## src/hw/rtl/thls_pkg.sv

```systemverilog
// ----------------------------------------------------------------------------
// thls_pkg
// types, codes and helpers shared by the textured half-lambert shader
// ----------------------------------------------------------------------------
package thls_pkg;

   localparam int VEC_W    = 16;
   localparam int COORD_W  = 17;
   localparam int BYTE_W   = 8;
   localparam int INT_W    = 15;
   localparam int DOT_W    = 34;
   localparam int CSR_IDX_W = 3;
   localparam int CSR_DAT_W = 16;
   localparam int DIM_REG_W = 9;

   // item kinds on the request tuser
   localparam logic CMD_LOAD  = 1'b0;
   localparam logic CMD_SHADE = 1'b1;

   // register indexes
   localparam logic [CSR_IDX_W-1:0] REG_LIGHT_X = 3'd0;
   localparam logic [CSR_IDX_W-1:0] REG_LIGHT_Y = 3'd1;
   localparam logic [CSR_IDX_W-1:0] REG_LIGHT_Z = 3'd2;
   localparam logic [CSR_IDX_W-1:0] REG_TEX_W   = 3'd3;
   localparam logic [CSR_IDX_W-1:0] REG_TEX_H   = 3'd4;
   localparam logic [CSR_IDX_W-1:0] REG_TEX_ON  = 3'd5;

   localparam logic signed [VEC_W-1:0] LIGHT_Z_RST = 16'sd16384;

   // 1.0 in q2.28
   localparam logic signed [DOT_W-1:0] DOT_ONE = 34'sd268435456;

   // intensity taps from stage two to the texel read stage
   localparam int INT_TAPS = 5;
   // request payload taps from acceptance to the memory stage
   localparam int WR_TAPS  = 5;
   // control taps from acceptance to the texel read stage
   localparam int CTL_TAPS = 6;

   typedef struct packed {
      logic valid;
      logic shade;
   } ctl_type;

   typedef struct packed {
      logic [BYTE_W-1:0] red;
      logic [BYTE_W-1:0] green;
      logic [BYTE_W-1:0] blue;
   } rgb_type;

   typedef struct packed {
      logic [VEC_W-1:0] addr;
      rgb_type          rgb;
   } wr_type;

   // byte times q1.14 intensity, truncated
   function automatic logic [BYTE_W-1:0] scale_byte(input logic [BYTE_W-1:0] b,
                                                     input logic [INT_W-1:0]  i);
      logic [BYTE_W+INT_W-1:0] p;
      p = (BYTE_W+INT_W)'(b) * (BYTE_W+INT_W)'(i);
      return p[14 +: BYTE_W];
   endfunction

endpackage

```

## src/hw/rtl/thls_color.sv

```systemverilog
// ----------------------------------------------------------------------------
// thls_color
// scales texel bytes or grey by intensity into the result register
// ----------------------------------------------------------------------------
module thls_color (
   input  logic                         clock,
   input  logic                         reset,
   input  logic                         en,
   input  thls_pkg::ctl_type            ctl,
   input  thls_pkg::rgb_type            texel,
   input  logic [thls_pkg::INT_W-1:0]   inten,
   input  logic                         tex_on,
   output logic                         rsp_valid,
   output thls_pkg::rgb_type            rsp_rgb
);

   logic              rsp_valid_ff;
   thls_pkg::rgb_type rsp_rgb_ff, rsp_rgb_in;
   logic [7:0]        grey;

   always_comb begin
      grey = thls_pkg::scale_byte(8'hFF, inten);
      if (tex_on) begin
         rsp_rgb_in.red   = thls_pkg::scale_byte(texel.red, inten);
         rsp_rgb_in.green = thls_pkg::scale_byte(texel.green, inten);
         rsp_rgb_in.blue  = thls_pkg::scale_byte(texel.blue, inten);
      end else begin
         rsp_rgb_in.red   = grey;
         rsp_rgb_in.green = grey;
         rsp_rgb_in.blue  = grey;
      end
   end

   always_ff @(posedge clock) begin
      if (reset) begin
         rsp_valid_ff <= 1'b0;
      end else if (en) begin
         rsp_valid_ff <= ctl.valid && (ctl.shade == thls_pkg::CMD_SHADE);
      end
   end

   always_ff @(posedge clock) begin
      if (en) begin
         rsp_rgb_ff <= rsp_rgb_in;
      end
   end

   assign rsp_valid = rsp_valid_ff;
   assign rsp_rgb   = rsp_rgb_ff;

endmodule

```

## config.mk

```make
export PLATFORM = sky130hd
export DESIGN_NAME = thls_color
export DESIGN_NICKNAME = d
export VERILOG_FILES = /design/src/hw/rtl/thls_pkg.sv /design/src/hw/rtl/thls_color.sv
export SDC_FILE = /design/constraint.sdc
export NUM_CORES = 1
export LEC_CHECK = 0
export ABC_AREA = 1
export ABC_CLOCK_PERIOD_IN_PS = 6500
export BUFFER_PORTS_ARGS = -buffer_cell sky130_fd_sc_hd__buf_2
export CORE_ASPECT_RATIO = 1.25
export CORE_UTILIZATION = 30
export CTS_BUF_LIST = sky130_fd_sc_hd__clkbuf_4
export DETAILED_ROUTE_END_ITERATION = 8
export PLACE_DENSITY = 0.45
export SYNTH_ARGS = -nofsm -noshare
export SYNTH_HDL_FRONTEND = slang
export SYNTH_SLANG_ARGS = --single-unit
export TNS_END_PERCENT = 5
```

## constraint.sdc

```tcl
create_clock -name clock -period 6.5 [get_ports clock]
set_clock_uncertainty 0.2 [all_clocks]
set_input_delay 0.975 -clock clock [delete_from_list [all_inputs] [get_ports clock]]
set_output_delay 0.975 -clock clock [all_outputs]
set_load 0.02 [all_outputs]
```

* Word level (Yosys, flattened, before mapping)
Cells that the tools add are included.
** Word-level totals
- Output and inout port bits :: 25
- Word-level logic and storage cells :: 10
- Input bits :: 45
- Register bits :: 25
** Cells by class
- Mux-type cells :: 1
- Reduce and logical (&&, ||, !) cells :: 1
- $mul :: 4
** Operator list (count)
- multiplier 8 x 15 -> 22 bit :: 3
- 2-to-1 mux 24 bit :: 1
- multiplier 8 x 15 -> 22 bit, first input constant :: 1
- logical AND 1 bit :: 1

* Depth between registers and ports, before layout
- Depth after elaboration :: 2
- Gate-level depth with buffers :: 26

* Worst setup path after synthesis
Ideal clock, no wire load.
- Path type :: input port to flip-flop
- From :: input inten[14] in the netlist's numbering
- To :: register rsp_rgb_ff, in the netlist rsp_rgb[23], data pin
- Required time :: 6.045 ns
- Library setup time :: 0.255 ns
- Buffers on the path :: 2
- Data arrival time :: 4.735 ns
- Stages on the path :: 20
- Setup slack :: 1.310 ns
- Cell sequence :: clkbuf_1 -> clkbuf_1 -> nand2_1 -> fa_1 -> fa_1 -> inv_1 -> fa_1 -> inv_1 -> fa_1 -> inv_1 -> ha_1 -> nand2_1 -> nor2_1 -> inv_1 -> nor2_1 -> nand4_1 -> nand3_1 -> nand2_1 -> nand3_1 -> nand2_1
** RTL lines
- start, declared :: line thls_color.sv:11 : input logic [thls_pkg::INT_W-1:0] inten,
- end signal, assigned :: line thls_color.sv:44 : rsp_rgb_ff <= rsp_rgb_in;
- end, declared :: line thls_color.sv:18 : thls_pkg::rgb_type rsp_rgb_ff, rsp_rgb_in;

==> reports/qor.yml <==
placed_design:
  gp_congestion: 0.857
  io_buffers: 69
  placed_cells: 2755
  dp_hpwl_mm: 35.9
worst_setup_path:
  cp_top_family: "adder cells"
  critPathRequiredTime_ps: 6450
  cp-end-kind: "register"
  worst-path-max-fanout: 15
  critPathKind: "input pin to register"
  cp-start-kind: "input pin"
  cpPeakStageDelay_ps: 540
  crit_path_cell_trace: "buf_2, buf_4, nand2_1, fa_1, fa_1, inv_1, fa_1, inv_1, fa_1, inv_1, ha_1, nand2_1, nor3_1, and2_1, nand4_1, nand3_1, nand2_1, nand3_1, nand2_1"
  arrival_ps: 5500
  cp_num_buf_inv: 5
  crit_path_top_delay_cell: "fa_1"
final_layout:
  syn_to_final_growth_pct: 7.51
  nets: 2597
  layout_commonest_cell: "inv_1"
  fin_util_pct: 32.7
  mostFrequentLayoutCells: "inv_1 (632), nand2_1 (586), fa_1 (292)"
  drive_gt1_share_pct: 5.12
  instances_no_fill: 2760
power_and_ir_drop:
  vdd_ir_drop_max_uv: 225
  powerDensity_nw_per_um2: 346
  p_leak_nw: 10.3
floorplan:
  ios: 70
  core_um2: 49500
  dieArea_um2: 51100
  die_w_um: 202
  rows: 91
  start_util_pct: 30.4
  die_y_um: 253
yosys:
  synth.distinct_cells: 36
  synth-seq-area-share_pct: 4.91
  synth_area_leaders: "fa_1 (39%), inv_1 (16%), nand2_1 (15%)"
  synth-warning-count: 0
  avgSynthCellArea_um2: 7.26
  synth_top_area_share_pct: 38.8
  syn_nets: 2565
  netlist_area_um2: 15100
  ys_ff_latch: 25
  synth_cells: 2077
  synth_area_leader_cell: "fa_1"
sta:
  rsz0062_at_grt: "no"
  relSlewSlack_pct: 51.3
  drv_slew: 0
  setup_viol: 0
  hold_viol_final: 0
  tightest_slew_ps: 731
  finalCritPeriodShare_pct: 85.3
  min_period_ps: 5550
  hold_ws_ps: 299
  max_freq_ghz: 0.180
  tns_ps: 0
clock_network:
  cts-hold-fix-buffers: 0
  clock-sinks: 25
  cts_root_buf: "clkbuf_4"
  cts_tree: "yes"
  clock_latency_ps: 380
  cts_resized: 0
  clkTransAtPathRegs_ps: 170
  h-tree-depth: 1
  numCtsBuffers: 3
  post_cts_buffers: 0
  clock_path_buffers: 2
drt:
  vias: 12300
  detail_route.iter0.violations: 490
  wl_per_cell_um: 15.5
  wl_met2_mm: 23.4
  drt-total-wl_mm: 42.8
  drc: 0
  viasPerCell: 4.45
  ant_nets: 0
  drt-met1-wl_mm: 18.0
  firstDrtPassIters: 7
  met3_length_um: 847
  top_layer_used: "met5"
global_routing:
  grt_pass1_vias: 13300
  grt.total_usage_pct: 17.7
  grt_antenna_before_repair: 3
  grt_pass1_wl_mm: 70.9
  gr-total-overflow: 0
  grt_max_degree: 27
job:
  cap_viol_max_count: 0
run_status:
  status: "finished clean"
min_path:
  hold_path_class: "register to register"
## sequential cells by signal, summed over array words and instances, names as in the netlist
name,flops
rsp_valid,1
rsp_rgb,24
## cells in the mapped netlist, drive strengths merged
library cell and number:
a211oi 2, a21boi 1, a21o 15, a21oi 61
a31oi 5, and2 1, buf 3, clkbuf 65
clkinv 1, dfxtp 1, edfxtp 24, fa 292
ha 151, inv 632, nand2 590, nand3 67
nand3b 9, nand4 16, nor2 65, nor3 18
nor3b 1, o211ai 1, o21a 7, o21ai 27
o21bai 10, o31ai 1, xnor2 7, xor2 4
## metal layers
metal / global-route usage (%) / vias up
met5: 0 / -
met4: 2.79 / 2
met3: 0.593 / 21
met2: 35.0 / 144
met1: 21.1 / 6077
li1: - / 6049
## layout make-up
type | instances | area, um2
timing repair buffer | 95 | 553
multi-input combinational | 1351 | 11700
clock buffer | 4 | 30.0
sequential | 25 | 741
antenna | 1 | 2.50
fill | 5374 | 33300
tap | 651 | 815
inverter | 633 | 2380
## power breakdown
group | total [mW] | internal (mW) | switching [mW]
clock network | 0.0931 | 0.0285 | 0.0646
registers | 0.359 | 0.326 | 0.0325
logic | 5.15 | 1.86 | 3.29
total | 5.60 | 2.21 | 3.39
## worst paths after layout
check / start / to / slack, ps / depth (start not counted)
worst max-delay path: inten[13] / rsp_rgb[22] / 950 / 19
worst min-delay path: rsp_valid / rsp_valid / 300 / 2
worst max register to register: rsp_valid / rsp_valid / 5650 / 2
worst min register to register: rsp_valid / rsp_valid / 300 / 2
## per-stage QoR
step / worst slack [ps] / total power, mW / instance area [um2]
floorplan: 1310 / 4.12 / 15100
global placement: 440 / 5.57 / 16200
detailed placement: 434 / 5.54 / 16200
CTS: 850 / 5.70 / 16200
global route: 621 / 6.46 / 16200
finish: 954 / 5.60 / 16200
## worst min-delay path: cells and delay by family (launching register included)
family | cells | cell delay (ps)
flip-flops | 1 | 340
AND/OR/NAND/NOR | 1 | 90
AO/OA/AOI/OAI | 1 | 50
## logic make-up after synthesis
logic type / Yosys count / share of synthesized area, %
AO/OA/AOI/OAI: 130 / 5.00
XOR/XNOR: 11 / 0.639
adder cells (fa/ha/maj): 443 / 51.3
buffers and inverters: 701 / 17.5
flip-flops: 25 / 4.91
AND/OR/NAND/NOR: 767 / 20.6
No activity file was read; power rests on OpenSTA's default activity.
