`config.mk`:
```
export PLATFORM = sky130hd
export DESIGN_NAME = thls_light
export DESIGN_NICKNAME = d
export VERILOG_FILES = /design/src/hw/rtl/thls_pkg.sv /design/src/hw/rtl/thls_light.sv
export SDC_FILE = /design/constraint.sdc
export NUM_CORES = 2
export LEC_CHECK = 0
export ABC_AREA = 1
export BUFFER_PORTS_ARGS = -buffer_cell sky130_fd_sc_hd__buf_2
export CAP_MARGIN = 20
export CORE_MARGIN = 10
export CORE_UTILIZATION = 65
export CTS_BUF_LIST = sky130_fd_sc_hd__clkbuf_4
export DETAILED_ROUTE_END_ITERATION = 7
export HOLD_SLACK_MARGIN = 0.12
export PLACE_DENSITY_LB_ADDON = 0.15
export SYNTH_ARGS = -nofsm -noshare
export SYNTH_HDL_FRONTEND = slang
export SYNTH_SLANG_ARGS = --single-unit
```
`constraint.sdc`:
```
create_clock -name clock -period 8.12 [get_ports clock]
set_input_delay 1.624 -clock clock [delete_from_list [all_inputs] [get_ports clock]]
set_output_delay 1.624 -clock clock [all_outputs]
set_load 0.01 [all_outputs]
```
`src/hw/rtl/thls_pkg.sv`:
```
// ----------------------------------------------------------------------------
// thls_pkg
// types, codes and helpers shared by the textured half-lambert shader
// ----------------------------------------------------------------------------
package thls_pkg;

   localparam int VEC_W    = 16;
   localparam int COORD_W  = 17;
   localparam int BYTE_W   = 8;
   localparam int INT_W    = 15;
   localparam int DOT_W    = 34;
   localparam int CSR_IDX_W = 3;
   localparam int CSR_DAT_W = 16;
   localparam int DIM_REG_W = 9;

   // item kinds on the request tuser
   localparam logic CMD_LOAD  = 1'b0;
   localparam logic CMD_SHADE = 1'b1;

   // register indexes
   localparam logic [CSR_IDX_W-1:0] REG_LIGHT_X = 3'd0;
   localparam logic [CSR_IDX_W-1:0] REG_LIGHT_Y = 3'd1;
   localparam logic [CSR_IDX_W-1:0] REG_LIGHT_Z = 3'd2;
   localparam logic [CSR_IDX_W-1:0] REG_TEX_W   = 3'd3;
   localparam logic [CSR_IDX_W-1:0] REG_TEX_H   = 3'd4;
   localparam logic [CSR_IDX_W-1:0] REG_TEX_ON  = 3'd5;

   localparam logic signed [VEC_W-1:0] LIGHT_Z_RST = 16'sd16384;

   // 1.0 in q2.28
   localparam logic signed [DOT_W-1:0] DOT_ONE = 34'sd268435456;

   // intensity taps from stage two to the texel read stage
   localparam int INT_TAPS = 5;
   // request payload taps from acceptance to the memory stage
   localparam int WR_TAPS  = 5;
   // control taps from acceptance to the texel read stage
   localparam int CTL_TAPS = 6;

   typedef struct packed {
      logic valid;
      logic shade;
   } ctl_type;

   typedef struct packed {
      logic [BYTE_W-1:0] red;
      logic [BYTE_W-1:0] green;
      logic [BYTE_W-1:0] blue;
   } rgb_type;

   typedef struct packed {
      logic [VEC_W-1:0] addr;
      rgb_type          rgb;
   } wr_type;

   // byte times q1.14 intensity, truncated
   function automatic logic [BYTE_W-1:0] scale_byte(input logic [BYTE_W-1:0] b,
                                                     input logic [INT_W-1:0]  i);
      logic [BYTE_W+INT_W-1:0] p;
      p = (BYTE_W+INT_W)'(b) * (BYTE_W+INT_W)'(i);
      return p[14 +: BYTE_W];
   endfunction

endpackage

```
`src/hw/rtl/thls_light.sv`:
```
// ----------------------------------------------------------------------------
// thls_light
// normal dot light, clamp to [0,1] and half-lambert intensity in q1.14
// ----------------------------------------------------------------------------
module thls_light (
   input  logic                                 clock,
   input  logic                                 en,
   input  logic signed [thls_pkg::VEC_W-1:0]    normal_x,
   input  logic signed [thls_pkg::VEC_W-1:0]    normal_y,
   input  logic signed [thls_pkg::VEC_W-1:0]    normal_z,
   input  logic signed [thls_pkg::VEC_W-1:0]    light_x,
   input  logic signed [thls_pkg::VEC_W-1:0]    light_y,
   input  logic signed [thls_pkg::VEC_W-1:0]    light_z,
   output logic [thls_pkg::INT_W-1:0]           inten
);

   localparam int PROD_W = 2 * thls_pkg::VEC_W;
   localparam int DOT_W  = thls_pkg::DOT_W;

   logic signed [PROD_W-1:0] px_ff, py_ff, pz_ff;
   logic signed [PROD_W-1:0] px_in, py_in, pz_in;
   logic signed [DOT_W-1:0]  dot;
   logic [28:0]              m_clamp;
   logic [29:0]              biased;
   logic [thls_pkg::INT_W-1:0] inten_in;
   logic [thls_pkg::INT_W-1:0] inten_ff [thls_pkg::INT_TAPS];

   // stage one: three products
   always_comb begin
      px_in = normal_x * light_x;
      py_in = normal_y * light_y;
      pz_in = normal_z * light_z;
   end

   // stage two: sum, clamp and bias
   always_comb begin
      dot = DOT_W'(px_ff) + DOT_W'(py_ff) + DOT_W'(pz_ff);
      if (dot < 0) begin
         m_clamp = '0;
      end else if (dot > thls_pkg::DOT_ONE) begin
         m_clamp = thls_pkg::DOT_ONE[28:0];
      end else begin
         m_clamp = dot[28:0];
      end
      biased   = 30'(m_clamp) + 30'(thls_pkg::DOT_ONE[28:0]);
      inten_in = biased[15 +: thls_pkg::INT_W];
   end

   always_ff @(posedge clock) begin
      if (en) begin
         px_ff       <= px_in;
         py_ff       <= py_in;
         pz_ff       <= pz_in;
         inten_ff[0] <= inten_in;
         for (int k = 1; k < thls_pkg::INT_TAPS; k++) begin
            inten_ff[k] <= inten_ff[k-1];
         end
      end
   end

   assign inten = inten_ff[thls_pkg::INT_TAPS-1];

endmodule

```
# --- Yosys cells after proc, flatten, opt, wreduce, memory -nomap -nowiden ---
# Memory sizes are Yosys's and may differ from the RTL's.
# Cells that the tools add are included.
word_totals:
  register_bits: 96
  ramBits: 75
  input_bits: 98
  word_cells: 16
  memories: 1
op_classes:
  add_sub_neg: 3
  mul: 3
  order_cmp: 2
  mux: 4
memory_table:
  columns: ["name", "words", "width", "rd", "rd_clocked_by_memory_dff", "wr", "line", "source"]
  rows:
  - ["inten_ff", 5, 15, 5, 0, 5, "thls_light.sv:26", "logic [thls_pkg::INT_W-1:0] inten_ff [thls_pkg::INT_TAPS];"]
op_table:
  columns: ["operator", "count"]
  rows:
  - ["multiplier 16 x 16 -> 32 bit", 3]
  - ["2-to-1 mux 29 bit", 2]
  - ["adder 33 x 32 -> 34 bit", 1]
  - ["> comparator 34 x 30 -> 1 bit (second input constant)", 1]
  - ["< comparator 34 x 1 -> 1 bit (second input constant)", 1]
  - ["adder 32 x 32 -> 33 bit", 1]
  - ["adder 29 x 29 -> 30 bit (second input constant)", 1]
  - ["2-to-1 mux 1 bit", 2]

# --- Logic depth before layout (Yosys ltp) ---
logic_depth:
  ltp_word: 6
  ltp_mapped: 30
  mapped_depth_nobuf: 28

# --- Worst setup path before layout ---
# OpenSTA, ideal clock, no wires.
synth_timing:
  path_type: "input port to flip-flop"
  from: "in light_x[5] (netlist name)"
  to: "reg px_ff[28], data pin"
  t_arrival_ns: 6.810
  t_required_ns: 7.858
  path_slack_ns: 1.047
  stages: 23
  path_buffers: 2
  path_cell_list: "clkbuf_1 > clkbuf_1 > nand2_1 > fa_1 > inv_1 > fa_1 > fa_1 > fa_1 > fa_1 > inv_1 > fa_1 > inv_1 > ha_1 > nand2_1 > nor2_1 > inv_1 > nor3_1 > nand3_1 > nand3_1 > nand2_1 > nand2_1 > a21oi_1 > xor2_1"
synth_between:
  elab_chain_len: 1
synth_lines:
  columns: ["item", "line", "source"]
  rows:
  - ["start: declaration", "thls_light.sv:11", "input logic signed [thls_pkg::VEC_W-1:0] light_x,"]
  - ["multiplier 16 x 16 -> 32 bit", "thls_light.sv:30", "px_in = normal_x * light_x;"]
  - ["via px_in[28]", "thls_light.sv:21", "logic signed [PROD_W-1:0] px_in, py_in, pz_in;"]
  - ["end signal: assignment", "thls_light.sv:51", "px_ff <= px_in;"]
  - ["end: declaration", "thls_light.sv:20", "logic signed [PROD_W-1:0] px_ff, py_ff, pz_ff;"]
# The timed path passes the listed nets, and every way through them passes these cells.
# A chain may end at the register's enable or synchronous reset.

# --- Worst setup path after layout ---
layout_timing:
  from: "in light_x[1] (netlist name)"
  to: "reg px_ff[30], data pin"
# Same word-level chain as after synthesis.

==> flow_metrics.tcl <==
set metrics [dict create \
    worstPathCellList "buf_2 > nand2_1 > inv_1 > fa_1 > fa_1 > fa_1 > fa_1 > fa_1 > inv_1 > fa_1 > inv_1 > ha_1 > nand2_1 > nor2_1 > inv_1 > nor3_1 > nand3_1 > nand3_1 > nand2_1 > nand2_1 > nand2_1 > nand3_1 > xor2_1" \
    holdWs_ns 0.432 \
    async_flop_share_pct 0 \
    worst_ep_arrival_time_ns 7.32 \
    dr.first_iter.drc_count 1768 \
    drc_errors 0 \
    fin_crit_sh_pct 85.7 \
    hold_path.class "flop to flop" \
    grt.total_usage_pct 24.8 \
    layout-drive-gt1-share_pct 4.91 \
    timing.final.ws_setup_ns 1.16 \
    chipWidth_um 263 \
    num_rows 88 \
    cp.buffers_inverters 5 \
    htreeDepth 4 \
    drv_cap 0 \
    ys_warn_count 0 \
    path_clk_slew_ns 0.15 \
    die_area_sq_mm 0.0691 \
    antenna_found_initial 0 \
    cts_root_buffer "clkbuf_4" \
    synth.net_count 5640 \
    holdBufCountCts 0 \
    hold_viol_final 0 \
    vias 27000 \
    fin_tns_setup_ns 0 \
    slew_viol_final 0 \
    drt-total-wl_um 81800 \
    diodes 0 \
    gr-total-overflow 0 \
    synth_common_cells "1368 x inv_1, 1009 x nand2_1, 819 x fa_1" \
    grt_pass1_vias 28800 \
    grt_pass1_wl_um 141000 \
    worst_slew_pin_slew_ns 0.954 \
    r2r_setup_slack_ns 3.80 \
    syn_area_per_cell_sq_um 8.63 \
    grt_max_degree 93 \
    netlist.area_leader.share_pct 42.8 \
    status "complete, no violations" \
    syn-cell-area_sq_mm 0.0383 \
    synth_ff_type "edfxtp_1" \
    first_pass_iters 7 \
    wl_per_cell_um 15.8 \
    end_kind "flop" \
    start_util_pct 66.1 \
    io_buffers 112 \
    finalSetupViolCount 0 \
    critPathMaxStageDelay_ns 0.93 \
    insertion_delay_ns 0.61 \
    slew-limit-headroom_pct 36.4 \
    cts_tree "done" \
    dieHeight_um 263 \
    dp_hpwl_um 70600 \
    cts_resized 0 \
    final_area_sq_mm 0.0395 \
    postRouteAntennaNets 0 \
    core_area_sq_mm 0.0580 \
    fin_skew_ns 0.0250 \
    nNetsFinal 5600 \
    worst_ep_required_time_ns 8.48 \
    synth_edf_count 171 \
    crit_top_cell "fa_1" \
    synth.largest_area_cell "fa_1" \
    cp_slowest_cell "fa_1" \
    ys_seq_area_share_pct 13.4 \
    rsz0062_at_grt "false" \
    synth.distinct_cells 48 \
    areaGrowthSynthToFinish_pct 3.13 \
    syn_inst 4445 \
    cts_buffers 17 \
    pre_cts_ws_ns 0.566 \
    cts.sinks 171 \
    gp_congestion 0.899 \
    synth_most_common_cell "inv_1" \
    synth_seq_cells 171 \
    crit_type "input pin to flop" \
    synth_area_leaders "fa_1 43%, edfxtp_1 13%, inv_1 13%, nand2_1 9.9%, ha_1 9.1%" \
    dpl-instance-area_sq_mm 0.0392 \
    vias_per_cell 5.20 \
    max_clock_freq_ghz 0.144 \
    period_needed_ns 6.96 \
    cp_max_fo 16 \
    setup.worst_path.start_class "input pin" \
    io-pin-count 113 \
    ctsLongestPathBuffers 2 \
    cts_setup_buffers 0 \
    crit_family "adder cells" \
]
[registers in the layout (all words and copies together) (netlist names)]
signal / count
inten_ff: 75
px_ff: 32
py_ff: 32
pz_ff: 32
[worst reg2reg max path, stage by stage, from the launching register on]
cell      delay, ns
edfxtp_1       0.53
fa_1           0.55
ha_1           0.28
inv_1          0.11
fa_1           0.47
inv_1          0.15
nand2_1        0.10
nand2_1        0.11
and2_1         0.20
nor2_1         0.06
nor2_1         0.11
nand3_1        0.08
nor2_1         0.12
nand2_1        0.06
nor2_1         0.10
nand4_1        0.11
nor2_1         0.11
nand3_1        0.08
nand2_1        0.08
nand4_2        0.37
nor2_1         0.37
[path summary, 6_finish.rpt]
check / start / endpoint / cells after the start
max: light_x[1] / px_ff[30] / 23
min reg2reg: inten_ff[3][6] / inten_ff[4][6] / 0
max reg2reg: pz_ff[1] / inten_ff[0][1] / 20
min: inten_ff[3][6] / inten_ff[4][6] / 0
[stage by stage]
step	util [%]	instances
after floorplan	-	4445
final	68.1	5183
after global placement	67.6	5151
after detailed placement	67.6	5151
after global routing	68.1	5183
after CTS	68.1	5183
[cells by family (layout without fill, tap and decap cells)]
kind of cell | Yosys count | count (layout) | synth area share, %
simple gates | 1278 | 1278 | 13.3
buf+inv | 1551 | 1524 | 15.2
compound gates | 226 | 226 | 3.45
xor+xnor | 122 | 122 | 2.79
flops | 171 | 171 | 13.4
fa+ha+maj | 1097 | 1097 | 51.8
[cells in the final DEF, fill, tap and decap left out, drive strengths merged, types with 2 or more instances in the layout]
cell	n
xor2	73
a21oi	122
nor3	9
a21boi	2
clkbuf	17
a31oi	10
nor2	144
o21a	8
o221ai	2
inv	1382
nand4	25
o211a	2
o31ai	2
nand3	58
edfxtp	171
bufinv	2
xnor2	49
clkinv	7
buf	116
nor4	3
and2	2
o21bai	8
ha	278
or2	15
o211ai	5
o221a	2
a21o	10
fa	819
nand2	1021
o21ai	49
[per-layer routing]
layer  global-route usage, %  wire (um)
met5                       0          0
met4                    5.89       1680
met3                    3.38       5040
met2                    41.5      40400
met1                    33.9      34800
[area by class of cell]
class / count / area [sq um]
inverters: 1376 / 5160
fillers: 4733 / 18500
repair buffers: 116 / 597
well taps: 765 / 957
flip-flops and latches: 171 / 5130
multi-input cells: 2723 / 27400
clock inverters: 15 / 184
clock buffers: 17 / 128
Power is not shown: default switching activity piles up to over one toggle a cycle in this logic, so the estimate is an artifact.
