--- config.mk ---
export PLATFORM = sky130hd
export DESIGN_NAME = thls_addr
export DESIGN_NICKNAME = d
export VERILOG_FILES = /design/src/hw/rtl/thls_pkg.sv /design/src/hw/rtl/thls_addr.sv
export SDC_FILE = /design/constraint.sdc
export NUM_CORES = 1
export LEC_CHECK = 0
export ABC_AREA = 1
export BUFFER_PORTS_ARGS = -buffer_cell sky130_fd_sc_hd__buf_4
export CAP_MARGIN = 20
export CELL_PAD_IN_SITES_DETAIL_PLACEMENT = 0
export CELL_PAD_IN_SITES_GLOBAL_PLACEMENT = 1
export CORE_AREA = 2 2 239 241
export DETAILED_ROUTE_END_ITERATION = 16
export DIE_AREA = 0 0 241 243
export PLACE_DENSITY = 0.53
export SETUP_SLACK_MARGIN = 0.05
export SYNTH_ARGS = -nofsm -noshare
export SYNTH_HDL_FRONTEND = slang
export SYNTH_SLANG_ARGS = --single-unit
--- constraint.sdc ---
create_clock -name clock -period 6.9 [get_ports clock]
set_input_delay 1.38 -clock clock [delete_from_list [all_inputs] [get_ports clock]]
set_output_delay 1.38 -clock clock [all_outputs]
set_load 0.01 [all_outputs]
--- src/hw/rtl/thls_pkg.sv ---
// ----------------------------------------------------------------------------
// thls_pkg
// types, codes and helpers shared by the textured half-lambert shader
// ----------------------------------------------------------------------------
package thls_pkg;

   localparam int VEC_W    = 16;
   localparam int COORD_W  = 17;
   localparam int BYTE_W   = 8;
   localparam int INT_W    = 15;
   localparam int DOT_W    = 34;
   localparam int CSR_IDX_W = 3;
   localparam int CSR_DAT_W = 16;
   localparam int DIM_REG_W = 9;

   // item kinds on the request tuser
   localparam logic CMD_LOAD  = 1'b0;
   localparam logic CMD_SHADE = 1'b1;

   // register indexes
   localparam logic [CSR_IDX_W-1:0] REG_LIGHT_X = 3'd0;
   localparam logic [CSR_IDX_W-1:0] REG_LIGHT_Y = 3'd1;
   localparam logic [CSR_IDX_W-1:0] REG_LIGHT_Z = 3'd2;
   localparam logic [CSR_IDX_W-1:0] REG_TEX_W   = 3'd3;
   localparam logic [CSR_IDX_W-1:0] REG_TEX_H   = 3'd4;
   localparam logic [CSR_IDX_W-1:0] REG_TEX_ON  = 3'd5;

   localparam logic signed [VEC_W-1:0] LIGHT_Z_RST = 16'sd16384;

   // 1.0 in q2.28
   localparam logic signed [DOT_W-1:0] DOT_ONE = 34'sd268435456;

   // intensity taps from stage two to the texel read stage
   localparam int INT_TAPS = 5;
   // request payload taps from acceptance to the memory stage
   localparam int WR_TAPS  = 5;
   // control taps from acceptance to the texel read stage
   localparam int CTL_TAPS = 6;

   typedef struct packed {
      logic valid;
      logic shade;
   } ctl_type;

   typedef struct packed {
      logic [BYTE_W-1:0] red;
      logic [BYTE_W-1:0] green;
      logic [BYTE_W-1:0] blue;
   } rgb_type;

   typedef struct packed {
      logic [VEC_W-1:0] addr;
      rgb_type          rgb;
   } wr_type;

   // byte times q1.14 intensity, truncated
   function automatic logic [BYTE_W-1:0] scale_byte(input logic [BYTE_W-1:0] b,
                                                     input logic [INT_W-1:0]  i);
      logic [BYTE_W+INT_W-1:0] p;
      p = (BYTE_W+INT_W)'(b) * (BYTE_W+INT_W)'(i);
      return p[14 +: BYTE_W];
   endfunction

endpackage

--- src/hw/rtl/thls_addr.sv ---
// ----------------------------------------------------------------------------
// thls_addr
// nearest texel address: scale, saturate, linearise, wrap to store size
// ----------------------------------------------------------------------------
module thls_addr #(
   parameter int TEX_DIM_MAX = 256,
   parameter int TEX_TEXELS  = 65536
) (
   input  logic                                           clock,
   input  logic                                           en,
   input  logic [thls_pkg::COORD_W-1:0]                   coord_u,
   input  logic [thls_pkg::COORD_W-1:0]                   coord_v,
   input  logic [$clog2(TEX_DIM_MAX+1)-1:0]               tex_w,
   input  logic [$clog2(TEX_DIM_MAX+1)-1:0]               tex_h,
   output logic [((TEX_TEXELS > 1) ? $clog2(TEX_TEXELS) : 1)-1:0] rd_addr
);

   localparam int DIM_W  = $clog2(TEX_DIM_MAX + 1);
   localparam int ADDR_W = (TEX_TEXELS > 1) ? $clog2(TEX_TEXELS) : 1;
   localparam int LOG_T  = $clog2(TEX_TEXELS);
   localparam int CU_W   = thls_pkg::COORD_W + DIM_W;
   localparam int LIN_W  = 2 * DIM_W;
   localparam int SHIFT  = LIN_W + LOG_T;
   localparam int RW     = LIN_W + 2;
   localparam int PW     = LIN_W + RW;
   localparam int TW     = LOG_T + 1;
   localparam int QT_W   = LIN_W + TW;
   localparam longint RECIP =
      ((longint'(1) << SHIFT) + longint'(TEX_TEXELS) - 1) / longint'(TEX_TEXELS);

   logic [CU_W-1:0]   cu_ff, cv_ff, cu_in, cv_in;
   logic [DIM_W:0]    ci, ri;
   logic [DIM_W-1:0]  w_last, h_last;
   logic [DIM_W-1:0]  col_ff, row_ff, col_in, row_in;
   logic [LIN_W-1:0]  lin_ff, lin_in, lin4_ff;
   logic [PW-1:0]     prod;
   logic [LIN_W-1:0]  q_ff, q_in;
   logic [QT_W-1:0]   diff;
   logic [ADDR_W-1:0] addr_ff, addr_in;

   // stage one: coordinate times size
   always_comb begin
      cu_in = CU_W'(coord_u) * CU_W'(tex_w);
      cv_in = CU_W'(coord_v) * CU_W'(tex_h);
   end

   // stage two: saturate to last column and row
   always_comb begin
      ci     = cu_ff[16 +: DIM_W+1];
      ri     = cv_ff[16 +: DIM_W+1];
      w_last = tex_w - DIM_W'(1);
      h_last = tex_h - DIM_W'(1);
      col_in = (ci > {1'b0, w_last}) ? w_last : ci[DIM_W-1:0];
      row_in = (ri > {1'b0, h_last}) ? h_last : ri[DIM_W-1:0];
   end

   // stage three: row * width + column
   assign lin_in = LIN_W'(row_ff) * LIN_W'(tex_w) + LIN_W'(col_ff);

   // stage four: quotient by reciprocal
   always_comb begin
      prod = PW'(lin_ff) * PW'(RECIP);
      q_in = LIN_W'(prod >> SHIFT);
   end

   // stage five: remainder
   always_comb begin
      diff    = QT_W'(lin4_ff) - QT_W'(q_ff) * QT_W'(TEX_TEXELS);
      addr_in = diff[ADDR_W-1:0];
   end

   always_ff @(posedge clock) begin
      if (en) begin
         cu_ff   <= cu_in;
         cv_ff   <= cv_in;
         col_ff  <= col_in;
         row_ff  <= row_in;
         lin_ff  <= lin_in;
         lin4_ff <= lin_ff;
         q_ff    <= q_in;
         addr_ff <= addr_in;
      end
   end

   assign rd_addr = addr_ff;

endmodule

# Word-level counts from Yosys, hierarchy flattened
# Index checks and enable logic that the tools add are counted.
[classes]
add_sub_neg = 4
multipliers = 3
div_mod_pow = 0
n_lt_le_gt_ge = 2
n_eq_ne = 0
shift = 0
n_mux = 2
n_bitwise = 0
n_reduce_logical = 0
[op_table]
columns = ["op", "count"]
rows = [
  ["17-bit by 9-bit multiplier with 26-bit output", 2],
  ["10-bit by 9-bit greater-than comparator with 1-bit output", 2],
  ["9-bit 2-to-1 mux", 2],
  ["9-bit by 1-bit subtractor with 9-bit output, second input constant", 2],
  ["16-bit by 9-bit adder with 16-bit output", 1],
  ["9-bit by 9-bit multiplier with 16-bit output", 1],
  ["16-bit by 1-bit subtractor with 16-bit output, second input constant", 1],
]
[word_totals]
reg_bits = 118
latch_bits = 0
ramBits = 0
rom_bits = 0
input_bits = 54
output_inout_bits = 16
wordCells = 18
n_memories = 0

# Depth between registers and ports, before layout
[logic_depth]
depth_word = 3
mapped_depth = 23

# Worst setup path after synthesis
# No wires, ideal clock.
[synth_path]
kind = "input-to-reg"
startpoint = "input port tex_w[0]"
endpoint = "register lin_ff[10] (data pin)"
t_arrival_ps = 5496
required_time_ps = 6638
slack_ps = 1142
stages = 18
cell_sequence = "buf_4 > clkbuf_1 > nand2_1 > fa_1 > inv_1 > fa_1 > inv_1 > fa_1 > inv_1 > fa_1 > inv_1 > fa_1 > inv_1 > ha_1 > a21oi_1 > o21ai_0 > o21bai_1 > xor2_1"
[synth_between]
elab_chain_cells = 2
[synth_rtl]
columns = ["element", "line_no", "rtl"]
rows = [
  ["start: declaration", "thls_addr.sv:13", "input logic [$clog2(TEX_DIM_MAX+1)-1:0] tex_w,"],
  ["9-bit by 9-bit multiplier with 16-bit output", "thls_addr.sv:58", "assign lin_in = LIN_W'(row_ff) * LIN_W'(tex_w) + LIN_W'(col_ff);"],
  ["16-bit by 9-bit adder with 16-bit output", "thls_addr.sv:58", ""],
  ["named net lin_in[10]", "thls_addr.sv:35", "logic [LIN_W-1:0] lin_ff, lin_in, lin4_ff;"],
  ["end signal: assignment", "thls_addr.sv:78", "lin_ff <= lin_in;"],
  ["end: declaration", "thls_addr.sv:35", ""],
]
# The timed path passes the listed nets, and every way through them passes these cells.
# A chain may end at the register's enable or synchronous reset.

# Worst setup path after layout
[layout_path]
startpoint = "input port tex_w[1]"
endpoint = "register lin_ff[12] (data pin)"
# The elaborated chain is that of the path after synthesis.

==> results_dict.tcl <==
set metrics [dict create \
    synth_cell_types 48 \
    synth_compound_area_frac 0.0490 \
    place_area_um2 17700 \
    finalClockSkew_ps 9.26 \
    arrival_ps 5650 \
    final_cells 2845 \
    synthXorXnorAreaFrac 0.0205 \
    io_pins 70 \
    post-place-ws_ps 968 \
    min_delay_worst_endpoint "rd_addr[7]$_DFFE_PP_" \
    synthArstFlopShare 0 \
    ir_worst_vdd_mv 0.361 \
    dieArea_um2 58600 \
    ys.flop_type "edfxtp_1" \
    cts_sinks 86 \
    post-route-util 0.321 \
    avgSynthCellArea_um2 7.94 \
    worstSkewPairLatency_ps 350 \
    areaGrowthSynthToFinish_pct 8.20 \
    hp-class "register to register" \
    fin_crit_sh 0.805 \
    end_kind "register" \
    hold_depth 0 \
    holdWs_ps 411 \
    worstHoldStart "lin4_ff[7]$_DFFE_PP_" \
    grt_max_degree 73 \
    synth_top_area_share 0.318 \
    final_cell_mix "inv_1, nand2_1, fa_1, ha_1, edfxtp_1" \
    crit_type "input pin to register" \
    syn_inst 2093 \
    grt-ovfl-total 0 \
    power_mw 7.68 \
    synthMuxAreaShare 0 \
    grt_pass1_vias 13100 \
    layout_setup_ws_ps 1340 \
    critPathSlowestCell "fa_1" \
    critPathLaunchType "input pin" \
    reg2reg_slack_ps 2050 \
    antenna_found_initial 0 \
    cts_root_buf "clkbuf_16" \
    port_buffers 69 \
    cp_max_fo 27 \
    grt_busiest_layer "met2" \
    yosysWarnings 0 \
    post-synth-top-area-cell "fa_1" \
    critical_path.top_delay_family "adder cells" \
    relSlewSlack 0.344 \
    ys_top_cells_by_area "fa_1, edfxtp_1, inv_1, nand2_1, ha_1" \
    power.density_nw_per_um2 428 \
    wl_per_cell_um 14.2 \
    drc 0 \
    viasPerCell 4.33 \
    worst_r2r_path_depth 17 \
    synth_simple_gate_area_frac 0.185 \
    core_area_um2 56000 \
    antenna_left 0 \
    ys_ff_latch 86 \
    routed_wirelength_mm 40.5 \
    numPlacedInstances 2829 \
    grt.total_usage 0.145 \
    initial_core_util 0.297 \
    cts_tree "yes" \
    synth_edf_count 86 \
    rsz0062_at_grt "no" \
    max_freq_mhz 180 \
    synth_top_family_by_area "adder cells" \
    grtUsageMet3 0.0101 \
    maxSlewViolCount 0 \
    hold_violations 0 \
    r2r-start "row_ff[7]$_DFFE_PP_" \
    period_needed_ps 5560 \
    synth_fa_ha_area_frac 0.430 \
    drv_cap 0 \
    htree_levels 3 \
    path_depth 18 \
    cts_setup_buffers 0 \
    synth_nets 2559 \
    cts_resized 0 \
    final_common_cell "inv_1" \
    cts_buffers 9 \
    tns_ps 0 \
    drtPass1Iterations 5 \
    drive_above_1_share 0.0670 \
    fill_cells 6103 \
    fp.dieW_um 241 \
    worst_pin_slew_ps 984 \
    cpPeakStageDelay_ps 530 \
    die_h_um 243 \
    use_met1 0.201 \
    drt_iter0_markers 459 \
    setup_violations 0 \
    fin_area_um2 18000 \
    yosysSeqAreaShare 0.155 \
    vias 12300 \
    critical_path_required_ps 6990 \
    num_rows 87 \
    hold_buffers 0 \
    final_nets 2550 \
    p_leak_nw 10.4 \
    syn_area_um2 16600 \
    path_buf_inv 6 \
    outcome "completed" \
    clk_pin_slew_ps 80 \
    dpl.hpwl_mm 33.3 \
    r2r_end "lin_ff[12]$_DFFE_PP_" \
    place_congestion 0.791 \
    worstPathCellList "buf_4 -> nand2_1 -> fa_1 -> inv_1 -> fa_1 -> inv_1 -> fa_1 -> inv_1 -> fa_1 -> inv_1 -> fa_1 -> inv_1 -> ha_1 -> a21oi_1 -> o21ai_0 -> nand2_1 -> o211ai_1 -> xor2_1" \
    clk_path_buf_depth 2 \
    grt_pass1_wl_mm 68.2 \
    diodes 0 \
    use_met2 0.255 \
]
registers in the layout (all words and copies together), names as in the netlist:
| signal | count |
|---|---|
| row_ff | 9 |
| lin_ff | 16 |
| rd_addr | 16 |
| cu_ff | 10 |
| col_ff | 9 |
| lin4_ff | 16 |
| cv_ff | 10 |
power by group:
part / switching (mW) / internal, mW
Sequential: 0.115 / 1.02
Combinational: 3.76 / 2.28
Clock: 0.252 / 0.257
Total: 4.13 / 3.55
worst max-delay path by stage:
| stage | start | to | slack, ps |
|---|---|---|---|
| floorplan | tex_w[0] | lin_ff[10]$_DFFE_PP_ | 1140 |
| global placement | tex_w[1] | lin_ff[14]$_DFFE_PP_ | 940 |
| detailed placement | tex_w[1] | lin_ff[14]$_DFFE_PP_ | 970 |
| CTS | tex_w[1] | lin_ff[14]$_DFFE_PP_ | 1340 |
| global route | tex_w[1] | lin_ff[14]$_DFFE_PP_ | 1080 |
| finish | tex_w[1] | lin_ff[12]$_DFFE_PP_ | 1340 |
cell usage after synthesis, types with 12 or more instances:
master / count
ha_1: 148
inv_1: 595
xor2_1: 22
buf_2: 12
nand4_1: 21
xnor2_1: 15
edfxtp_1: 86
fa_1: 264
nand2_2: 12
nor2_1: 59
o21ai_2: 14
a21oi_1: 48
nand2_1: 573
nand3_1: 33
clkbuf_1: 58
o21ai_0: 20
layout make-up:
cell class	instances	area, um2	area share
clock inverter	7	75.1	0.00418
timing repair buffer	71	533	0.0297
clock buffer	9	225	0.0125
multi-input combinational	1318	11400	0.632
tap	756	946	0.0526
sequential	86	2580	0.144
inverter	598	2250	0.125
cell families (layout without fill, tap and decap cells):
| kind of cell | count (synthesis) | in the layout |
|---|---|---|
| fa+ha+maj | 412 | 412 |
| buf+inv | 689 | 685 |
| simple gates | 738 | 738 |
| xor+xnor | 38 | 38 |
| flops | 86 | 86 |
| compound gates | 130 | 130 |
routing by layer:
layer | wire length (um) | part of all wire | vias up
li1 | - | - | 6073
met4 | 162 | 0.0040 | 0
met1 | 19100 | 0.47 | 6074
met3 | 989 | 0.024 | 15
met2 | 20300 | 0.50 | 155
met5 | 0 | 0 | -
No activity file was read; power rests on OpenSTA's default activity.
