===== src/hw/rtl/thls_pkg.sv =====
// ----------------------------------------------------------------------------
// thls_pkg
// types, codes and helpers shared by the textured half-lambert shader
// ----------------------------------------------------------------------------
package thls_pkg;

   localparam int VEC_W    = 16;
   localparam int COORD_W  = 17;
   localparam int BYTE_W   = 8;
   localparam int INT_W    = 15;
   localparam int DOT_W    = 34;
   localparam int CSR_IDX_W = 3;
   localparam int CSR_DAT_W = 16;
   localparam int DIM_REG_W = 9;

   // item kinds on the request tuser
   localparam logic CMD_LOAD  = 1'b0;
   localparam logic CMD_SHADE = 1'b1;

   // register indexes
   localparam logic [CSR_IDX_W-1:0] REG_LIGHT_X = 3'd0;
   localparam logic [CSR_IDX_W-1:0] REG_LIGHT_Y = 3'd1;
   localparam logic [CSR_IDX_W-1:0] REG_LIGHT_Z = 3'd2;
   localparam logic [CSR_IDX_W-1:0] REG_TEX_W   = 3'd3;
   localparam logic [CSR_IDX_W-1:0] REG_TEX_H   = 3'd4;
   localparam logic [CSR_IDX_W-1:0] REG_TEX_ON  = 3'd5;

   localparam logic signed [VEC_W-1:0] LIGHT_Z_RST = 16'sd16384;

   // 1.0 in q2.28
   localparam logic signed [DOT_W-1:0] DOT_ONE = 34'sd268435456;

   // intensity taps from stage two to the texel read stage
   localparam int INT_TAPS = 5;
   // request payload taps from acceptance to the memory stage
   localparam int WR_TAPS  = 5;
   // control taps from acceptance to the texel read stage
   localparam int CTL_TAPS = 6;

   typedef struct packed {
      logic valid;
      logic shade;
   } ctl_type;

   typedef struct packed {
      logic [BYTE_W-1:0] red;
      logic [BYTE_W-1:0] green;
      logic [BYTE_W-1:0] blue;
   } rgb_type;

   typedef struct packed {
      logic [VEC_W-1:0] addr;
      rgb_type          rgb;
   } wr_type;

   // byte times q1.14 intensity, truncated
   function automatic logic [BYTE_W-1:0] scale_byte(input logic [BYTE_W-1:0] b,
                                                     input logic [INT_W-1:0]  i);
      logic [BYTE_W+INT_W-1:0] p;
      p = (BYTE_W+INT_W)'(b) * (BYTE_W+INT_W)'(i);
      return p[14 +: BYTE_W];
   endfunction

endpackage


===== src/hw/rtl/thls_csr.sv =====
// ----------------------------------------------------------------------------
// thls_csr
// light direction, texture size and texture enable registers, sizes kept clamped
// ----------------------------------------------------------------------------
module thls_csr #(
   parameter int TEX_DIM_MAX = 256
) (
   input  logic                                     clock,
   input  logic                                     reset,
   input  logic                                     csr_valid,
   input  logic [thls_pkg::CSR_IDX_W-1:0]           csr_index,
   input  logic [thls_pkg::CSR_DAT_W-1:0]           csr_data,
   output logic signed [thls_pkg::VEC_W-1:0]        light_x,
   output logic signed [thls_pkg::VEC_W-1:0]        light_y,
   output logic signed [thls_pkg::VEC_W-1:0]        light_z,
   output logic [$clog2(TEX_DIM_MAX+1)-1:0]         tex_w,
   output logic [$clog2(TEX_DIM_MAX+1)-1:0]         tex_h,
   output logic                                     tex_on
);

   localparam int DIM_W   = $clog2(TEX_DIM_MAX + 1);
   localparam int DIM_RST = (TEX_DIM_MAX < 256) ? TEX_DIM_MAX : 256;

   logic signed [thls_pkg::VEC_W-1:0] light_x_ff, light_y_ff, light_z_ff;
   logic [DIM_W-1:0]                  tex_w_ff, tex_h_ff;
   logic                              tex_on_ff;
   logic [DIM_W-1:0]                  dim_in;

   function automatic logic [DIM_W-1:0] clamp_dim(
      input logic [thls_pkg::DIM_REG_W-1:0] v);
      logic [31:0] v32;
      v32 = 32'(v);
      if (v32 == 32'd0) begin
         return DIM_W'(1);
      end else if (v32 > 32'(TEX_DIM_MAX)) begin
         return DIM_W'(TEX_DIM_MAX);
      end
      return DIM_W'(v);
   endfunction

   assign dim_in = clamp_dim(csr_data[thls_pkg::DIM_REG_W-1:0]);

   always_ff @(posedge clock) begin
      if (reset) begin
         light_x_ff <= '0;
         light_y_ff <= '0;
         light_z_ff <= thls_pkg::LIGHT_Z_RST;
         tex_w_ff   <= DIM_W'(DIM_RST);
         tex_h_ff   <= DIM_W'(DIM_RST);
         tex_on_ff  <= 1'b0;
      end else if (csr_valid) begin
         case (csr_index)
            thls_pkg::REG_LIGHT_X: light_x_ff <= csr_data;
            thls_pkg::REG_LIGHT_Y: light_y_ff <= csr_data;
            thls_pkg::REG_LIGHT_Z: light_z_ff <= csr_data;
            thls_pkg::REG_TEX_W:   tex_w_ff   <= dim_in;
            thls_pkg::REG_TEX_H:   tex_h_ff   <= dim_in;
            thls_pkg::REG_TEX_ON:  tex_on_ff  <= csr_data[0];
            default: ;
         endcase
      end
   end

   assign light_x = light_x_ff;
   assign light_y = light_y_ff;
   assign light_z = light_z_ff;
   assign tex_w   = tex_w_ff;
   assign tex_h   = tex_h_ff;
   assign tex_on  = tex_on_ff;

endmodule


===== config.mk =====
export PLATFORM = sky130hd
export DESIGN_NAME = thls_csr
export DESIGN_NICKNAME = d
export VERILOG_FILES = /design/src/hw/rtl/thls_pkg.sv /design/src/hw/rtl/thls_csr.sv
export SDC_FILE = /design/constraint.sdc
export NUM_CORES = 1
export LEC_CHECK = 0
export BUFFER_PORTS_ARGS = -buffer_cell sky130_fd_sc_hd__buf_4
export CAP_MARGIN = 40
export CORE_MARGIN = 2
export CORE_UTILIZATION = 50
export DETAILED_ROUTE_END_ITERATION = 6
export PLACE_DENSITY = 0.82
export RECOVER_POWER = 50
export SETUP_SLACK_MARGIN = 0.3
export SLEW_MARGIN = 20
export SYNTH_ARGS = -nofsm -noshare
export SYNTH_HDL_FRONTEND = slang
export SYNTH_SLANG_ARGS = --single-unit

===== constraint.sdc =====
create_clock -name clock -period 3.65 [get_ports clock]
set_input_delay 0.73 -clock clock [delete_from_list [all_inputs] [get_ports clock]]
set_output_delay 0.73 -clock clock [all_outputs]
set_load 0.01 [all_outputs]

; ---- Yosys cells after proc, flatten, opt, wreduce, memory -nomap -nowiden
; Index checks and enable logic that the tools add are counted.
[totals]
inputBits = 22
register_bits = 67
[op_classes]
n_lt_le_gt_ge = 1
n_mux = 5
n_eq_ne = 5
reduce_logical = 8
[op_table]
columns = cell, count
row1 = $mux 9, 3
row2 = $reduce_and 2->1, 6
row3 = $gt 9x9->1 const B, 1
row4 = $logic_not 9->1, 1
row5 = $eq 3x2->1 const B, 2
row6 = $eq 3x3->1 const B, 2
row7 = $eq 3x1->1 const B, 1
row8 = $logic_not 3->1, 1
row9 = $mux 1, 2

; ---- Depth between registers and ports, before layout
; Gate-level depths: netlist of run 1.
[depth]
ltp_word = 4
depth_mapped = 6
mapped_depth_nobuf = 6

; ---- Worst setup path before layout of run 1
; Ideal clock, no wire load.
[synth_path]
path_type = input port to flip-flop
start = input csr_data[7] (netlist bit)
end = register tex_w_ff[2] (netlist: tex_w[2])
setup_ns = 0.132
setup_slack_ns = 1.552
arrival_time_ns = 1.966
path_buffers = 1
path_stages = 6
cell_sequence = or4_1 nor2_1 ha_1 clkbuf_1 nand3_1 a21oi_1
[synth_via]
elab_chain_len = 4
word_cells_on_any_way = 6
cone_classes = order compare: 1 / mux: 4 / reduce/logical: 1
[synth_rtl]
columns = item, line
row1 = from (decl), thls_csr.sv:12  ; input logic [thls_pkg::CSR_DAT_W-1:0] csr_data,
row2 = $gt 9x9->1, thls_csr.sv:35  ; end else if (v32 > 32'(TEX_DIM_MAX)) begin
row3 = $mux 1, thls_csr.sv:35
row4 = $mux 1, thls_csr.sv:33  ; if (v32 == 32'd0) begin
row5 = $mux 9 *, thls_csr.sv:38  ; return DIM_W'(v);
row6 = to (signal assigned), thls_csr.sv:48  ; tex_w_ff <= DIM_W'(DIM_RST);
row7 = to (signal assigned), thls_csr.sv:56  ; thls_pkg::REG_TEX_W: tex_w_ff <= dim_in;
row8 = to (decl), thls_csr.sv:25  ; logic [DIM_W-1:0] tex_w_ff, tex_h_ff;
; Mark *: on every way between the ends. The rest lies on a longest branch, timed or not.
; A chain may end at the register's enable or synchronous reset.

; ---- Worst setup path in the final report of run 1
[layout_path]
start = input csr_data[7] (netlist bit)
end = register tex_w_ff[0] (netlist: tex_w[0])
; Same word-level chain as after synthesis.

==> metrics.cfg, run 1 <==
[logic_synthesis]
synthTopCellsByArea=dfxtp_1, nand2_1, a21oi_1
synth_most_common_cell=nand2_1
syn_avg_cell_area_um2=8.17
synth_top_cell_area_share=0.533
ys_warn_count=0
ys_types=26
yosys_register_bits=67
synth_area_um2=2520
synth_ff_type=dfxtp_1
async_reset_ff_frac=0
synth_edf_count=0
ys_top_cells_by_count=nand2_1, dfxtp_1, a21oi_1
ys_seq_area_frac=0.533
synth_top_area_cell=dfxtp_1
synth_nets=331
syn_inst=308

[route]
finalWirelength_mm=6.85
firstDrtPassIters=4
drtAntennaViolNets=0
wl_per_cell_um=15.0
drt-initial-drc-count=131
drc=0
drt-vias-per-instance=5.18
num_vias=2368

[finish]
nets=408
stdcell_count=457
antenna_cells=0
final_layout_size_suffix_gt1_frac=0.118
area_growth_pct=25.3

[power_and_ir_drop]
power_frac_clock=0.446
p_sw_w=0.000352
p_int_w=0.00121
total_leakage_power_nw=1.10
p_seq_frac=0.483
p_sw_frac=0.226
comb_power_share=0.070
ir_worst_vdd_uv=327
p_per_area_nw_per_um2=494

[critical_path]
crit_required_ps=3900
r2r_cells=2
crit_start=csr_data[7]
crit_path_start_kind=input pin
crit_fanout=13
worst_ep_arrival_time_ps=2340
r2r-start=tex_w[0]$_SDFFE_PP0P_
crit_path_end_kind=flip-flop
crit_type=in2reg
timing.rr.end=tex_w[0]$_SDFFE_PP0P_
r2r_slack_ps=2910

[clock_tree]
clock_path_buffers=2
clk_latency_ps=340
cts_resized=0
htreeDepth=3
cts_tree=built
post-cts-setup-buffer-count=0
cts_buffers=9
postCtsHoldBufs=0
clk_pin_slew_ps=70
root_buffer=clkbuf_8
clock_sinks=67

[worst_hold_path]
whs_endpoint=light_y[15]$_SDFFE_PP0P_
worstHoldStart=light_y[15]$_SDFFE_PP0P_
hold_class=reg2reg
whs_path_depth=2

[global_route]
grt_use_total=0.248
grt_pass1_vias=2198
grt_start_max_net_pins=68
grt_pass1_wl_mm=10.2
antenna_found_initial=0
overflow=0

[floorplanning]
core_area_um2=4790
die-height_um=74.9
fp-row-count=25
boundaryPins=89
dieArea_um2=5620
start_util=0.526
die_w_um=74.9

[sta]
slew_violations=0
relSlewSlack=0.496
rsz0062_at_grt=false
worstMarginPinSlew_ps=751
hold_viol=0
period_share=0.571
max_freq_ghz=0.480
layout_min_cycle_time_ps=2080
finalSetupTns_ps=0
setup_violations=0
skew_ps=0

[placement]
dp_cells=439
gp_congestion=0.832
port_buffers=88
dp_hpwl_mm=4.71

[run]
maxCapViolations=0

[outcome]
status=finished, final reports clean

## critical path, stage by stage
cell and delay, ps:
buf_4 130, or4_1 510, nor2_1 120, ha_1 370
mux2i_1 200, a211oi_1 270
## cells in the final DEF, fill, tap and decap left out
master / n
a211o_1: 2
a211oi_1: 2
a21oi_1: 61
and4b_1: 1
and4bb_2: 1
buf_2: 1
buf_4: 25
buf_6: 1
bufinv_16: 2
clkbuf_1: 66
clkbuf_8: 11
clkinv_2: 1
clkinvlp_4: 1
dfxtp_1: 67
ha_1: 1
inv_1: 1
mux2i_1: 2
nand2_1: 112
nand2b_1: 1
nand3_1: 12
nand3b_1: 1
nand4b_1: 2
nand4bb_1: 3
nor2_1: 6
nor2b_1: 1
nor4b_4: 1
nor4bb_2: 2
or4_1: 2
or4b_1: 1
## cells by family after synthesis
group           share of synthesized area
compound gates                      0.134
mux                               0.00796
flops                               0.533
buf+inv                            0.0552
simple gates                        0.265
fa+ha+maj                         0.00497
## power groups by stage
stage / clock [W] / sequential [W] / combinational, W
floorplan: 0 / 0.000777 / 0.0000532
global placement: 0 / 0.000770 / 0.000116
global route: 0.000720 / 0.000755 / 0.000120
detailed placement: 0 / 0.000770 / 0.000119
finish: 0.000696 / 0.000754 / 0.000109
CTS: 0.000701 / 0.000754 / 0.000119
## worst max path at each step
stage | cells past startpoint | end | slack [ps]
5_1_grt | 6 | tex_w[0]$_SDFFE_PP0P_ | 1460
3_5_place_dp | 6 | tex_w[0]$_SDFFE_PP0P_ | 1180
2_1_floorplan | 6 | tex_w[2]$_SDFFE_PP0P_ | 1550
4_1_cts | 6 | tex_w[0]$_SDFFE_PP0P_ | 1560
3_3_place_gp | 6 | tex_w[0]$_SDFFE_PP0P_ | 1290
6_report | 6 | tex_w[0]$_SDFFE_PP0P_ | 1570
## state kept, by name (all words and copies together), names as in the netlist
register  flops
light_x      16
light_y      16
light_z      16
tex_h         9
tex_w         9
tex_on        1
## routing by layer
metal,part of all wire,vias to the layer above,GRT usage
met2,0.49,94,0.415
met1,0.42,1090,0.296
met3,0.074,12,0.0535
met5,0,-,0
met4,0.022,0,0.139
li1,-,1172,-
## metrics by stage
stage,instance area (um2),util,worst slack [ps],total power (W),hold slack [ps]
after global placement,3150,0.659,1290,0.000887,442
after floorplan,2520,-,1550,0.000830,481
after global routing,3150,0.659,1460,0.00159,476
after detailed placement,3150,0.659,1180,0.000889,447
after CTS,3380,0.706,1560,0.00157,457
final,3150,0.659,1570,0.00156,454
## cell type report
class                   count  area [um2]
clock buffers              12         155
well taps                  67        83.8
multi-input cells         214        1050
flip-flops and latches     67        1340
clock inverters             4        72.6
inverters                   1        3.75
fillers                   469        1630
repair buffers             92         448
(Power assumes the default switching activity.)
==> run 2: changes to the inputs <==
CORE_UTILIZATION = 44   (was 50)
PLACE_DENSITY = 0.77   (was 0.82)
clock period = 1.76 ns   (was 3.65 ns; I/O delays follow)
==> run 2 against run 1 <==
Net effect: non-clock buffer count rose by 18; clock skew unchanged; largest power group unchanged; register-to-register slack worse by 1900 ps; critical endpoint is now tex_h[0]$_SDFFE_PP0P_; count of clock-buffer cells in the layout is 1 lower; die area increased by 13%.
==> metrics.cfg, run 2 (synthesized netlist as in run 1, its figures left out) <==
[finish]
final_layout_size_suffix_gt1_frac=0.281  ; was 0.118
final_common_cell=nand2_1  ; unchanged
nets=426  ; was 408
area_growth_pct=38.6  ; was 25.3%
layout_common_cells=nand2_1, buf_4, dfxtp_1  ; was nand2_1, dfxtp_1, clkbuf_1
antenna_cells=0  ; unchanged
fillers=505  ; was 469

[floorplanning]
start_util=0.457  ; was 0.526
die-height_um=79.6  ; was 74.9 um
die_w_um=79.6  ; was 74.9 um
dieArea_um2=6340  ; was 5620 um2
core_area_um2=5510  ; was 4790 um2
boundaryPins=89  ; unchanged
fp-row-count=27  ; was 25

[critical_path]
crit_path_end_kind=flip-flop  ; unchanged
worst_ep_arrival_time_ps=1720  ; was 2340 ps
critPathTopFamily=simple AND/OR/NAND/NOR gates  ; unchanged
crit_chain=buf_6 > or4_4 > nor2_4 > ha_4 > mux2i_4 > a211oi_2  ; was buf_4 > or4_1 > nor2_1 > ha_1 > mux2i_1 > a211oi_1
crit_buf_inv=1  ; unchanged
r2r_slack_ps=1050  ; was 2910 ps
crit_fanout=3  ; was 13
cp_slowest_stage_delay_ps=530  ; was 510 ps
cp_slowest_cell=or4_4  ; was or4_1
crit_path_start_kind=input pin  ; unchanged
crit_type=in2reg  ; unchanged
crit_required_ps=1990  ; was 3900 ps

[clock_tree]
root_buffer=clkbuf_8  ; unchanged
htreeDepth=3  ; unchanged
clock_path_buffers=2  ; unchanged
cts_tree=built  ; unchanged
clock_sinks=67  ; unchanged
cts_buffers=9  ; unchanged
clk_pin_slew_ps=70  ; about the same
clk_latency_ps=330  ; was 340 ps

[global_route]
grt_use_total=0.235  ; was 0.248
overflow=0  ; unchanged
grt_pass1_vias=2263  ; was 2198
antenna_found_initial=0  ; unchanged
grt_pass1_wl_mm=11.3  ; was 10.2 mm
grt_start_max_net_pins=68  ; unchanged

[power_and_ir_drop]
ir_worst_vdd_uv=617  ; was 327 uV
total_power_w=0.00289  ; was 0.00156 W
total_leakage_power_nw=1.30  ; was 1.10 nW
p_per_area_nw_per_um2=827  ; was 494 nW/um2

[placement]
gp_congestion=0.805  ; was 0.832
dp_hpwl_mm=4.97  ; was 4.71 mm
port_buffers=88  ; unchanged

[route]
num_vias=2472  ; was 2368
wl_per_cell_um=15.2  ; was 15.0 um
drc=0  ; unchanged
firstDrtPassIters=4  ; unchanged
drtAntennaViolNets=0  ; unchanged
drt-initial-drc-count=149  ; was 131
drt-vias-per-instance=5.17  ; was 5.18
finalWirelength_mm=7.26  ; was 6.85 mm

[sta]
timing.hold.ws_ps=266  ; was 454 ps
skew_ps=0  ; unchanged
slew_violations=0  ; unchanged
worstMarginPinSlew_ps=1330  ; was 751 ps
setup_violations=0  ; unchanged
layout_min_cycle_time_ps=1490
max_freq_ghz=0.670
period_share=0.848
relSlewSlack=0.115  ; was 0.496
hold_viol=0  ; unchanged
rsz0062_at_grt=true  ; was false

[run]
maxCapViolations=0  ; unchanged

[outcome]
status=finished, final reports clean  ; unchanged

[worst_hold_path]
hold_class=in2reg  ; was reg2reg

==> run 2: changes by cell type in the layout (fill, tap and decap cells not counted), moves of 5 or more <==
cell and change:
clkbuf_1 -32, buf_6 +5, nand3_2 +12, buf_4 +45
nand3_1 -12
==> run 2: area by class of cell <==
| class | instances | area, um2 | area share |
|---|---|---|---|
| Multi-Input combinational cell | 214 | 1170 | 0.334 |
| Clock buffer | 11 | 131 | 0.0377 |
| Tap cell | 72 | 90.1 | 0.0258 |
| Timing Repair Buffer | 110 | 738 | 0.212 |
| Clock inverter | 3 | 17.5 | 0.00502 |
| Inverter | 1 | 3.75 | 0.00108 |
| Sequential cell | 67 | 1340 | 0.385 |
==> run 2: power by group <==
group / total [W] / internal (W) / switching [W]
sequential: 0.00156 / 0.00155 / 0.0000173
combinational: 0.000295 / 0.000128 / 0.000167
clock: 0.00103 / 0.000491 / 0.000535
total: 0.00289 / 0.00217 / 0.000720
==> run 2: routing by layer <==
| layer | vias up | part of all wire | GRT usage |
|---|---|---|---|
| met5 | - | 0 | 0 |
| met4 | 0 | 0.024 | 0.100 |
| li1 | 1208 | - | - |
| met3 | 16 | 0.054 | 0.0577 |
| met2 | 79 | 0.49 | 0.381 |
| met1 | 1169 | 0.43 | 0.298 |
==> run 2: worst register-to-register path, stage by stage (launching register included) <==
cell and delay [ps]:
dfxtp_1 360, nor2_1 70, a211oi_2 200
==> run 2: final timing paths <==
path                                              start                  endpoint  cells past startpoint
worst max-delay path                        csr_data[5]     tex_h[0]$_SDFFE_PP0P_                      6
worst min-delay path                       csr_data[14]  light_z[14]$_SDFFE_PP1P_                      3
worst max register to register    tex_w[0]$_SDFFE_PP0P_     tex_w[0]$_SDFFE_PP0P_                      2
worst min register to register  light_z[6]$_SDFFE_PP0P_   light_z[6]$_SDFFE_PP0P_                      2
==> run 2: timing repair <==
item | CTS | global route
pin swaps | 6 | 5
gates resized for setup | 8 | 11
hold buffers | 0 | 0
setup endpoints to repair | 16 | 16
buffers inserted | 1 | 0
==> run 2: metrics by stage <==
stage	setup WS [ps]	std cells	util	area [um2]	setup TNS, ps
final	268	478	0.633	3490	0
after global routing	235	478	0.633	3490	0
after floorplan	94.6	308	-	2580	0
after detailed placement	-115	463	0.611	3360	-1340
after global placement	-65.4	463	0.611	3360	-908
after CTS	251	478	0.646	3560	0
